`src/rtl/srgm_pkg.sv`:
```
// ============================================================================
// srgm_pkg
// Shared types, constants and helpers for the stereo gain ramp mixer.
// ============================================================================
package srgm_pkg;

    localparam int GAIN_W   = 17;
    localparam int LEN_W    = 13;
    localparam int CFG_W    = 17;
    localparam int CFG_IDX_W = 3;
    localparam int ACC_W    = 32;
    localparam int SMP_W    = 16;
    localparam int FRAC_W   = 15;
    localparam int DIV_STEPS = ACC_W;
    localparam int CNT_W    = $clog2(DIV_STEPS);
    localparam int PROD_W   = (SMP_W + 1) + ACC_W;

    localparam logic signed [SMP_W-1:0] MIX_SAT_POS = 16'sh7FFF;
    localparam logic signed [SMP_W-1:0] MIX_SAT_NEG = 16'sh8001;

    typedef enum logic [CFG_IDX_W-1:0] {
        REG_LEFT_START   = 3'd0,
        REG_RIGHT_START  = 3'd1,
        REG_LEFT_TARGET  = 3'd2,
        REG_RIGHT_TARGET = 3'd3,
        REG_RAMP_LENGTH  = 3'd4
    } cfg_reg_t;

    typedef enum logic [2:0] {
        ST_IDLE,
        ST_DIV_INIT,
        ST_DIV_RUN,
        ST_ACC,
        ST_MUL_L,
        ST_MUL_R,
        ST_DONE
    } state_t;

    typedef struct packed {
        logic signed [SMP_W-1:0] source_sample;
        logic signed [SMP_W-1:0] mix_left;
        logic signed [SMP_W-1:0] mix_right;
        logic                    first_of_block;
    } sample_t;

    typedef struct packed {
        logic signed [SMP_W-1:0] out_left;
        logic signed [SMP_W-1:0] out_right;
    } result_t;

    // Signed 16-bit add; on overflow clamp by the sign of the old mix word.
    function automatic logic signed [SMP_W-1:0] sat_add(
        input logic signed [SMP_W-1:0] old_word,
        input logic signed [SMP_W-1:0] term
    );
        logic signed [SMP_W:0] sum;
        begin
            sum = {old_word[SMP_W-1], old_word} + {term[SMP_W-1], term};
            if (sum[SMP_W] != sum[SMP_W-1])
            begin
                sat_add = old_word[SMP_W-1] ? MIX_SAT_NEG : MIX_SAT_POS;
            end
            else
            begin
                sat_add = sum[SMP_W-1:0];
            end
        end
    endfunction

endpackage

```
`src/rtl/srgm_stream_if.sv`:
```
// ============================================================================
// srgm_stream_if
// Valid/ready channel carrying one payload word per request.
// ============================================================================
interface srgm_stream_if #(
    parameter type payload_t = logic
);
    logic     valid;
    logic     ready;
    payload_t data;

    modport source (output valid, output data, input ready);
    modport sink   (input valid, input data, output ready);
endinterface

```
`src/rtl/stereo_gain_ramp_mixer.sv`:
```
// ============================================================================
// stereo_gain_ramp_mixer
// Mixes a mono voice into a stereo mix word pair with a linear gain ramp.
// ============================================================================
//
//  channel     dir   payload                                         accept
//  sample_ch   sink  source_sample, mix_left, mix_right, first_of_.. valid & ready
//  result_ch   src   out_left, out_right                             valid & ready
//  cfg         in    cfg_we, cfg_index, cfg_data                     cfg_we
//
//  A plain sample passes ST_ACC, ST_MUL_L, ST_MUL_R and ST_DONE before the
//  next acceptance: one shared 17x32 multiplier serves left then right.
//  A block start first runs ST_DIV_INIT and ST_DIV_RUN for each channel:
//  one shared radix-2 divider forms the gain step, left then right.
//  Reset clears gains, steps and accumulators; ramp_length resets to 1024.
//  A held result stalls the sequencer in its last step, and no new request
//  is taken until the sequencer is back in idle.
//
module stereo_gain_ramp_mixer (
    input  logic                             clk,
    input  logic                             rst_n,
    input  logic                             cfg_we,
    input  logic [srgm_pkg::CFG_IDX_W-1:0]   cfg_index,
    input  logic [srgm_pkg::CFG_W-1:0]       cfg_data,
    srgm_stream_if.sink                      sample_ch,
    srgm_stream_if.source                    result_ch
);
    import srgm_pkg::*;

    // configuration
    logic [GAIN_W-1:0] l_start_reg, r_start_reg, l_target_reg, r_target_reg;
    logic [LEN_W-1:0]  ramp_len_reg;

    // ramp state
    logic [ACC_W-1:0] l_acc_reg, l_acc_next, r_acc_reg, r_acc_next;
    logic [ACC_W-1:0] l_step_reg, l_step_next, r_step_reg, r_step_next;

    // sequencer
    state_t           state_reg, state_next;
    logic             div_ch_reg, div_ch_next;
    logic [CNT_W-1:0] cnt_reg, cnt_next;
    logic             out_valid_reg, out_valid_next;

    // payload
    logic signed [SMP_W-1:0]  smp_reg, smp_next;
    logic signed [SMP_W-1:0]  mix_l_reg, mix_l_next, mix_r_reg, mix_r_next;
    logic signed [SMP_W-1:0]  res_l_reg, res_l_next;
    logic signed [SMP_W-1:0]  out_l_reg, out_l_next, out_r_reg, out_r_next;
    logic signed [PROD_W-1:0] prod_reg, prod_next;
    logic [LEN_W-1:0]         rem_reg, rem_next;
    logic [ACC_W-1:0]         div_reg, div_next;
    logic                     neg_reg, neg_next;

    // shared units
    logic [LEN_W-1:0]         den;
    logic [GAIN_W-1:0]        sel_start, sel_target;
    logic signed [GAIN_W:0]   diff;
    logic [GAIN_W:0]          diff_mag;
    logic [LEN_W:0]           rem_shift;
    logic                     quo_bit;
    logic [ACC_W-1:0]         quo_final, step_value;
    logic signed [SMP_W:0]    mul_a;
    logic signed [ACC_W-1:0]  mul_b;
    logic signed [PROD_W-1:0] mul_p;
    logic signed [SMP_W-1:0]  sum_word;
    logic signed [SMP_W-1:0]  sum_old;
    logic                     in_fire, out_free;

    assign den = (ramp_len_reg == '0) ? LEN_W'(1) : ramp_len_reg;

    // step numerator for the channel under division
    assign sel_start  = div_ch_reg ? r_start_reg  : l_start_reg;
    assign sel_target = div_ch_reg ? r_target_reg : l_target_reg;
    assign diff       = $signed({sel_target[GAIN_W-1], sel_target})
                      - $signed({sel_start[GAIN_W-1], sel_start});
    assign diff_mag   = diff[GAIN_W] ? (~diff + 1'b1) : diff;

    // one restoring division step
    assign rem_shift  = {rem_reg, div_reg[ACC_W-1]};
    assign quo_bit    = (rem_shift >= {1'b0, den});
    assign quo_final  = {div_reg[ACC_W-2:0], quo_bit};
    assign step_value = neg_reg ? (~quo_final + 1'b1) : quo_final;

    // one multiplier, left then right
    assign mul_a = $signed({smp_reg, 1'b0});
    assign mul_b = (state_reg == ST_MUL_L) ? $signed(l_acc_reg) : $signed(r_acc_reg);
    assign mul_p = mul_a * mul_b;

    // one saturating adder, left term in MUL_R, right term in DONE
    assign sum_old  = (state_reg == ST_MUL_R) ? mix_l_reg : mix_r_reg;
    assign sum_word = sat_add(sum_old, prod_reg[PROD_W-2 -: SMP_W]);

    assign sample_ch.ready = (state_reg == ST_IDLE);
    assign in_fire         = sample_ch.valid && (state_reg == ST_IDLE);
    assign out_free        = !out_valid_reg || result_ch.ready;

    assign result_ch.valid          = out_valid_reg;
    assign result_ch.data.out_left  = out_l_reg;
    assign result_ch.data.out_right = out_r_reg;

    always_comb
    begin
        state_next     = state_reg;
        div_ch_next    = div_ch_reg;
        cnt_next       = cnt_reg;
        out_valid_next = out_valid_reg;
        l_acc_next     = l_acc_reg;
        r_acc_next     = r_acc_reg;
        l_step_next    = l_step_reg;
        r_step_next    = r_step_reg;
        smp_next       = smp_reg;
        mix_l_next     = mix_l_reg;
        mix_r_next     = mix_r_reg;
        res_l_next     = res_l_reg;
        out_l_next     = out_l_reg;
        out_r_next     = out_r_reg;
        prod_next      = prod_reg;
        rem_next       = rem_reg;
        div_next       = div_reg;
        neg_next       = neg_reg;

        if (out_valid_reg && result_ch.ready)
        begin
            out_valid_next = 1'b0;
        end

        unique case (state_reg)
            ST_IDLE:
            begin
                if (in_fire)
                begin
                    smp_next   = sample_ch.data.source_sample;
                    mix_l_next = sample_ch.data.mix_left;
                    mix_r_next = sample_ch.data.mix_right;
                    if (sample_ch.data.first_of_block)
                    begin
                        l_acc_next  = {l_start_reg, {FRAC_W{1'b0}}};
                        r_acc_next  = {r_start_reg, {FRAC_W{1'b0}}};
                        div_ch_next = 1'b0;
                        state_next  = ST_DIV_INIT;
                    end
                    else
                    begin
                        state_next = ST_ACC;
                    end
                end
            end
            ST_DIV_INIT:
            begin
                neg_next   = diff[GAIN_W];
                div_next   = {diff_mag[GAIN_W-1:0], {FRAC_W{1'b0}}};
                rem_next   = '0;
                cnt_next   = '0;
                state_next = ST_DIV_RUN;
            end
            ST_DIV_RUN:
            begin
                rem_next = quo_bit ? LEN_W'(rem_shift - {1'b0, den}) : rem_shift[LEN_W-1:0];
                div_next = quo_final;
                cnt_next = cnt_reg + 1'b1;
                if (cnt_reg == CNT_W'(DIV_STEPS - 1))
                begin
                    if (div_ch_reg)
                    begin
                        r_step_next = step_value;
                        state_next  = ST_ACC;
                    end
                    else
                    begin
                        l_step_next = step_value;
                        div_ch_next = 1'b1;
                        state_next  = ST_DIV_INIT;
                    end
                end
            end
            ST_ACC:
            begin
                l_acc_next = l_acc_reg + l_step_reg;
                r_acc_next = r_acc_reg + r_step_reg;
                state_next = ST_MUL_L;
            end
            ST_MUL_L:
            begin
                prod_next  = mul_p;
                state_next = ST_MUL_R;
            end
            ST_MUL_R:
            begin
                res_l_next = sum_word;
                prod_next  = mul_p;
                state_next = ST_DONE;
            end
            ST_DONE:
            begin
                // hold until the output register is free
                if (out_free)
                begin
                    out_l_next     = res_l_reg;
                    out_r_next     = sum_word;
                    out_valid_next = 1'b1;
                    state_next     = ST_IDLE;
                end
            end
            default:
            begin
                state_next = ST_IDLE;
            end
        endcase
    end

    always_ff @(posedge clk or negedge rst_n)
    begin
        if (!rst_n)
        begin
            state_reg     <= ST_IDLE;
            div_ch_reg    <= 1'b0;
            cnt_reg       <= '0;
            out_valid_reg <= 1'b0;
            l_acc_reg     <= '0;
            r_acc_reg     <= '0;
            l_step_reg    <= '0;
            r_step_reg    <= '0;
        end
        else
        begin
            state_reg     <= state_next;
            div_ch_reg    <= div_ch_next;
            cnt_reg       <= cnt_next;
            out_valid_reg <= out_valid_next;
            l_acc_reg     <= l_acc_next;
            r_acc_reg     <= r_acc_next;
            l_step_reg    <= l_step_next;
            r_step_reg    <= r_step_next;
        end
    end

    always_ff @(posedge clk or negedge rst_n)
    begin
        if (!rst_n)
        begin
            l_start_reg  <= '0;
            r_start_reg  <= '0;
            l_target_reg <= '0;
            r_target_reg <= '0;
            ramp_len_reg <= LEN_W'(1024);
        end
        else if (cfg_we)
        begin
            unique case (cfg_index)
                REG_LEFT_START:   l_start_reg  <= cfg_data[GAIN_W-1:0];
                REG_RIGHT_START:  r_start_reg  <= cfg_data[GAIN_W-1:0];
                REG_LEFT_TARGET:  l_target_reg <= cfg_data[GAIN_W-1:0];
                REG_RIGHT_TARGET: r_target_reg <= cfg_data[GAIN_W-1:0];
                REG_RAMP_LENGTH:  ramp_len_reg <= cfg_data[LEN_W-1:0];
                default:          ;
            endcase
        end
    end

    always_ff @(posedge clk)
    begin
        smp_reg   <= smp_next;
        mix_l_reg <= mix_l_next;
        mix_r_reg <= mix_r_next;
        res_l_reg <= res_l_next;
        out_l_reg <= out_l_next;
        out_r_reg <= out_r_next;
        prod_reg  <= prod_next;
        rem_reg   <= rem_next;
        div_reg   <= div_next;
        neg_reg   <= neg_next;
    end

    // ------------------------------------------------------------------------
    // assertions
    // ------------------------------------------------------------------------
    a_block_start_divides: assert property (@(posedge clk) disable iff (!rst_n)
        in_fire && sample_ch.data.first_of_block |=> state_reg == ST_DIV_INIT)
        else $error("block start did not enter the step division");

    a_rem_below_den: assert property (@(posedge clk) disable iff (!rst_n)
        state_reg == ST_DIV_RUN |-> rem_reg < den)
        else $error("divider remainder not below divisor");

    a_cnt_idle_zero: assert property (@(posedge clk) disable iff (!rst_n)
        state_reg == ST_ACC |-> cnt_reg == '0)
        else $error("division counter not wrapped after division");

    a_result_from_done: assert property (@(posedge clk) disable iff (!rst_n)
        $rose(out_valid_reg) |-> $past(state_reg) == ST_DONE)
        else $error("result raised outside the final step");

endmodule

```
`src/flat_wrapper.sv`:
```
// flat-port wrapper written by rule: the top's interface ports become plain ports
module stereo_gain_ramp_mixer_flat import srgm_pkg::*;
  (clk, rst_n, cfg_we, cfg_index, cfg_data, sample_ch_valid, sample_ch_data, sample_ch_ready, result_ch_valid, result_ch_data, result_ch_ready);
  srgm_stream_if #(.payload_t(sample_t)) sample_ch_i ();
  srgm_stream_if #(.payload_t(result_t)) result_ch_i ();
  input  logic clk;
  input  logic rst_n;
  input  logic cfg_we;
  input  logic [srgm_pkg::CFG_IDX_W-1:0] cfg_index;
  input  logic [srgm_pkg::CFG_W-1:0] cfg_data;
  input wire logic [$bits(sample_ch_i.valid)-1:0] sample_ch_valid;
  input wire logic [$bits(sample_ch_i.data)-1:0] sample_ch_data;
  output wire logic [$bits(sample_ch_i.ready)-1:0] sample_ch_ready;
  output wire logic [$bits(result_ch_i.valid)-1:0] result_ch_valid;
  output wire logic [$bits(result_ch_i.data)-1:0] result_ch_data;
  input wire logic [$bits(result_ch_i.ready)-1:0] result_ch_ready;
  assign sample_ch_i.valid = sample_ch_valid;
  assign sample_ch_i.data = sample_ch_data;
  assign sample_ch_ready = sample_ch_i.ready;
  assign result_ch_valid = result_ch_i.valid;
  assign result_ch_data = result_ch_i.data;
  assign result_ch_i.ready = result_ch_ready;
  stereo_gain_ramp_mixer u_core (.clk(clk), .rst_n(rst_n), .cfg_we(cfg_we), .cfg_index(cfg_index), .cfg_data(cfg_data), .sample_ch(sample_ch_i), .result_ch(result_ch_i));
endmodule
```
`config.mk`:
```
export PLATFORM = sky130hd
export DESIGN_NAME = stereo_gain_ramp_mixer_flat
export DESIGN_NICKNAME = d
export VERILOG_FILES = /design/src/rtl/srgm_pkg.sv /design/src/rtl/srgm_stream_if.sv /design/src/rtl/stereo_gain_ramp_mixer.sv /design/src/flat_wrapper.sv
export SDC_FILE = /design/constraint.sdc
export NUM_CORES = 2
export LEC_CHECK = 0
export ABC_AREA = 1
export BUFFER_PORTS_ARGS = -buffer_cell sky130_fd_sc_hd__buf_2
export CELL_PAD_IN_SITES_DETAIL_PLACEMENT = 0
export CELL_PAD_IN_SITES_GLOBAL_PLACEMENT = 1
export CORE_UTILIZATION = 49
export CTS_CLUSTER_SIZE = 30
export DETAILED_ROUTE_END_ITERATION = 8
export GPL_TIMING_DRIVEN = 1
export PLACE_DENSITY = 0.89
export REMOVE_ABC_BUFFERS = 1
export SYNTH_ARGS = -nofsm -noshare
export SYNTH_HDL_FRONTEND = slang
export SYNTH_SLANG_ARGS = --single-unit
export TNS_END_PERCENT = 100
```
`constraint.sdc`:
```
create_clock -name clk -period 6.93 [get_ports clk]
set_input_delay 1.386 -clock clk [delete_from_list [all_inputs] [get_ports clk]]
set_output_delay 1.386 -clock clk [all_outputs]
set_load 0.01 [all_outputs]
```
==> metrics.yaml <==
ys_seq_elements: 377
grtUsageTotal_pct: 29.55
grt_pass1_vias: 32920
end_kind: "register"
synth_edf_count: 158
ys_dominant_reg_cell: "dfrtp_1"
antenna_found_initial: 2
finalCritPeriodShare_pct: 96.82
drive_gt1_share_pct: 8.590
fin_skew_ns: 0.03859
area_growth_pct: 9.730
grt_max_degree: 136
worst_pin_slew_ns: 1.134
arrival_ns: 7.03
firstDrtPassIters: 6
yosysTopAreaCell: "fa_1"
nets: 5880
critPathLaunchType: "register"
start_util_pct: 49.40
synth.top_cell.area_share_pct: 24.39
cts_htree_levels: 2
cap_violations: 0
die_w_um: 286.7
ys_types: 62
synth_area_um2: 39720
crit_path_frequent_cell: "fa_1"
critPathRequiredTime_ns: 7.25
port_buffers: 107
cts.sinks: 377
critPathMaxStageDelay_ns: 0.62
avgSynthCellArea_um2: 8.009
cts_buffers: 43
ioPinCount: 108
drv_slew: 0
root_buffer: "clkbuf_16"
ys_seq_area_share_pct: 25.74
wl_mm: 118.5
ys_warn_count: 0
hp-class: "register to register"
vias: 33380
drtIter0Drc: 3059
cp_slowest_cell: "fa_1"
status: "completed"
drc: 0
grt-ovfl-total: 0
cts_tree: "done"
worstPathMaxFanout: 9
finalWorstPathRequiredPeriod_ns: 6.710
core_region_area_um2: 80420
cts.clk_slew.worst_paths_ns: 0.06
crit_type: "register to register"
grt_first_pass_wirelength_mm: 187.4
cp_cell_sequence: "nor2_4 -> nand2_4 -> buf_4 -> o21ai_4 -> buf_4 -> nor2_1 -> fa_1 -> fa_2 -> buf_4 -> fa_1 -> inv_1 -> fa_1 -> fa_1 -> fa_1 -> inv_1 -> ha_1 -> nand2_1 -> nor2_2 -> nand2_1 -> nor4_4 -> nand2_1 -> o21ai_4 -> xor2_1"
wl_per_cell_um: 19.13
ys_top_cells_by_area: "fa_1, dfrtp_1, edfxtp_1"
setup_violations: 0
drtAntennaViolNets: 0
dpl.hpwl_mm: 97.11
whs_ns: 0.4188
gp_congestion: 0.9839
relSlewSlack_pct: 24.19
num_rows: 104
ys_async_sr_fraction_pct: 58.09
worst-r2r-cell-count: 23
routed_via_density: 5.387
fmax_mhz: 149.0
syn_inst: 4960
hold_viol_final: 0
die_y_um: 286.7
whs_path_depth: 0
cts.path.max_buffers: 3
dieArea_um2: 82210
clk_latency_ns: 0.60
-- through the flow --
stage               cells  area [um^2]   TNS [ns]  setup WS, ns  util, %
floorplan            4828        39160          0        0.3372        -
global placement     6091        41850    -0.1111       -0.1111    52.04
detailed placement   6091        41850    -0.1946       -0.1946    52.04
CTS                  6169        43270          0       0.01305    53.80
global route         6195        43590  -0.006217     -0.005052    54.20
finish               6196        43590          0        0.2204    54.20
-- final timing paths --
kind / startpoint / endpoint / slack [ns]
max: u_core.state_reg[1]$_DFFE_PN0P_ / u_core.prod_reg[44]$_DFFE_PN_ / 0.22
min: u_core.res_l_reg[2]$_DFFE_PP_ / u_core.out_l_reg[2]$_DFFE_PP_ / 0.42
max reg2reg: u_core.state_reg[1]$_DFFE_PN0P_ / u_core.prod_reg[44]$_DFFE_PN_ / 0.22
min reg2reg: u_core.res_l_reg[2]$_DFFE_PP_ / u_core.out_l_reg[2]$_DFFE_PP_ / 0.42
max in group asynchronous: rst_n / u_core.l_acc_reg[16]$_DFFE_PN0P_ / 4.93
min in group asynchronous: rst_n / u_core.ramp_len_reg[5]$_DFFE_PN0P_ / 0.73
-- what timing repair did --
action | in CTS | in global routing
pin swaps | 0 | 3
setup buffers | 0 | 24
cloned | 0 | 1
hold buffers | 0 | 0
setup endpoints to repair | 1 | 13
gates resized for setup | 2 | 39
-- critical path, delay by kind of cell (launching register included) --
| family | cells | cell delay [ns] |
|---|---|---|
| AND/OR/NAND/NOR | 8 | 1.30 |
| buffers and inverters | 5 | 0.69 |
| AO/OA/AOI/OAI | 2 | 0.50 |
| XOR/XNOR | 1 | 0.10 |
| flip-flops | 1 | 0.41 |
| adder cells (fa/ha/maj) | 7 | 3.40 |
-- per-layer routing --
| metal | vias to the layer above | share of wire (%) | routed length, um | GRT usage, % |
|---|---|---|---|---|
| li1 | 15680 | - | - | - |
| met4 | 0 | 3.4 | 3998 | 9.238 |
| met2 | 1281 | 45 | 52840 | 46.05 |
| met5 | - | 0 | 0 | 0 |
| met1 | 16210 | 44 | 51850 | 41.64 |
| met3 | 200 | 8.3 | 9847 | 5.572 |
-- synth_stat cells, types with 4 or more instances --
master	number
a211oi_1	5
a21boi_0	9
a21o_1	21
a21oi_1	190
a31oi_1	22
a32o_1	4
and2_1	5
buf_1	11
buf_2	21
clkbuf_1	94
clkinv_1	15
dfrtp_1	218
edfxtp_1	158
fa_1	484
ha_1	221
inv_1	934
inv_2	20
mux2i_1	5
nand2_1	1247
nand2_2	10
nand3_1	141
nand3b_1	10
nand4_1	37
nor2_1	472
nor2_2	5
nor3_1	41
nor4_1	12
o211ai_1	11
o21a_1	8
o21ai_0	285
o21ai_1	23
o21ai_2	28
o21bai_1	19
o221ai_1	6
o22ai_1	9
o31ai_1	6
or2_2	17
xnor2_1	26
xor2_1	69
-- layout by cell type, fill, tap and decap left out, types with 17 or more instances in the layout --
cell type	count
a21o_1	21
a21oi_1	189
a31oi_1	20
buf_2	106
buf_4	113
clkbuf_16	43
dfrtp_1	218
edfxtp_1	158
fa_1	483
ha_1	221
inv_1	924
inv_2	30
nand2_1	1246
nand3_1	140
nand4_1	37
nor2_1	465
nor3_1	39
o21ai_0	283
o21ai_1	22
o21ai_2	29
o21bai_1	19
or2_2	17
xnor2_1	26
xor2_1	69
-- layout make-up --
cell class,instances,area [um^2]
clock inverter,24,260.3
antenna,2,5.005
multi-input combinational,3481,25400
inverter,970,3674
timing repair buffer,227,1534
sequential,377,10230
fill,7637,36830
clock buffer,54,1157
timing repair inverter,1,5.005
tap,1060,1326
-- cells by family after synthesis --
| logic type | after synthesis | share of synthesized area, % |
|---|---|---|
| adder cells (fa/ha/maj) | 705 | 31.35 |
| flip-flops | 377 | 25.74 |
| AO/OA/AOI/OAI | 663 | 9.563 |
| buffers and inverters | 1102 | 10.59 |
| XOR/XNOR | 97 | 2.177 |
| AND/OR/NAND/NOR | 2011 | 20.45 |
| multiplexers | 5 | 0.1260 |
Power is left out: the tool's default activity adds up to more than one toggle a clock period on the data nets, which glitch-free logic cannot reach.
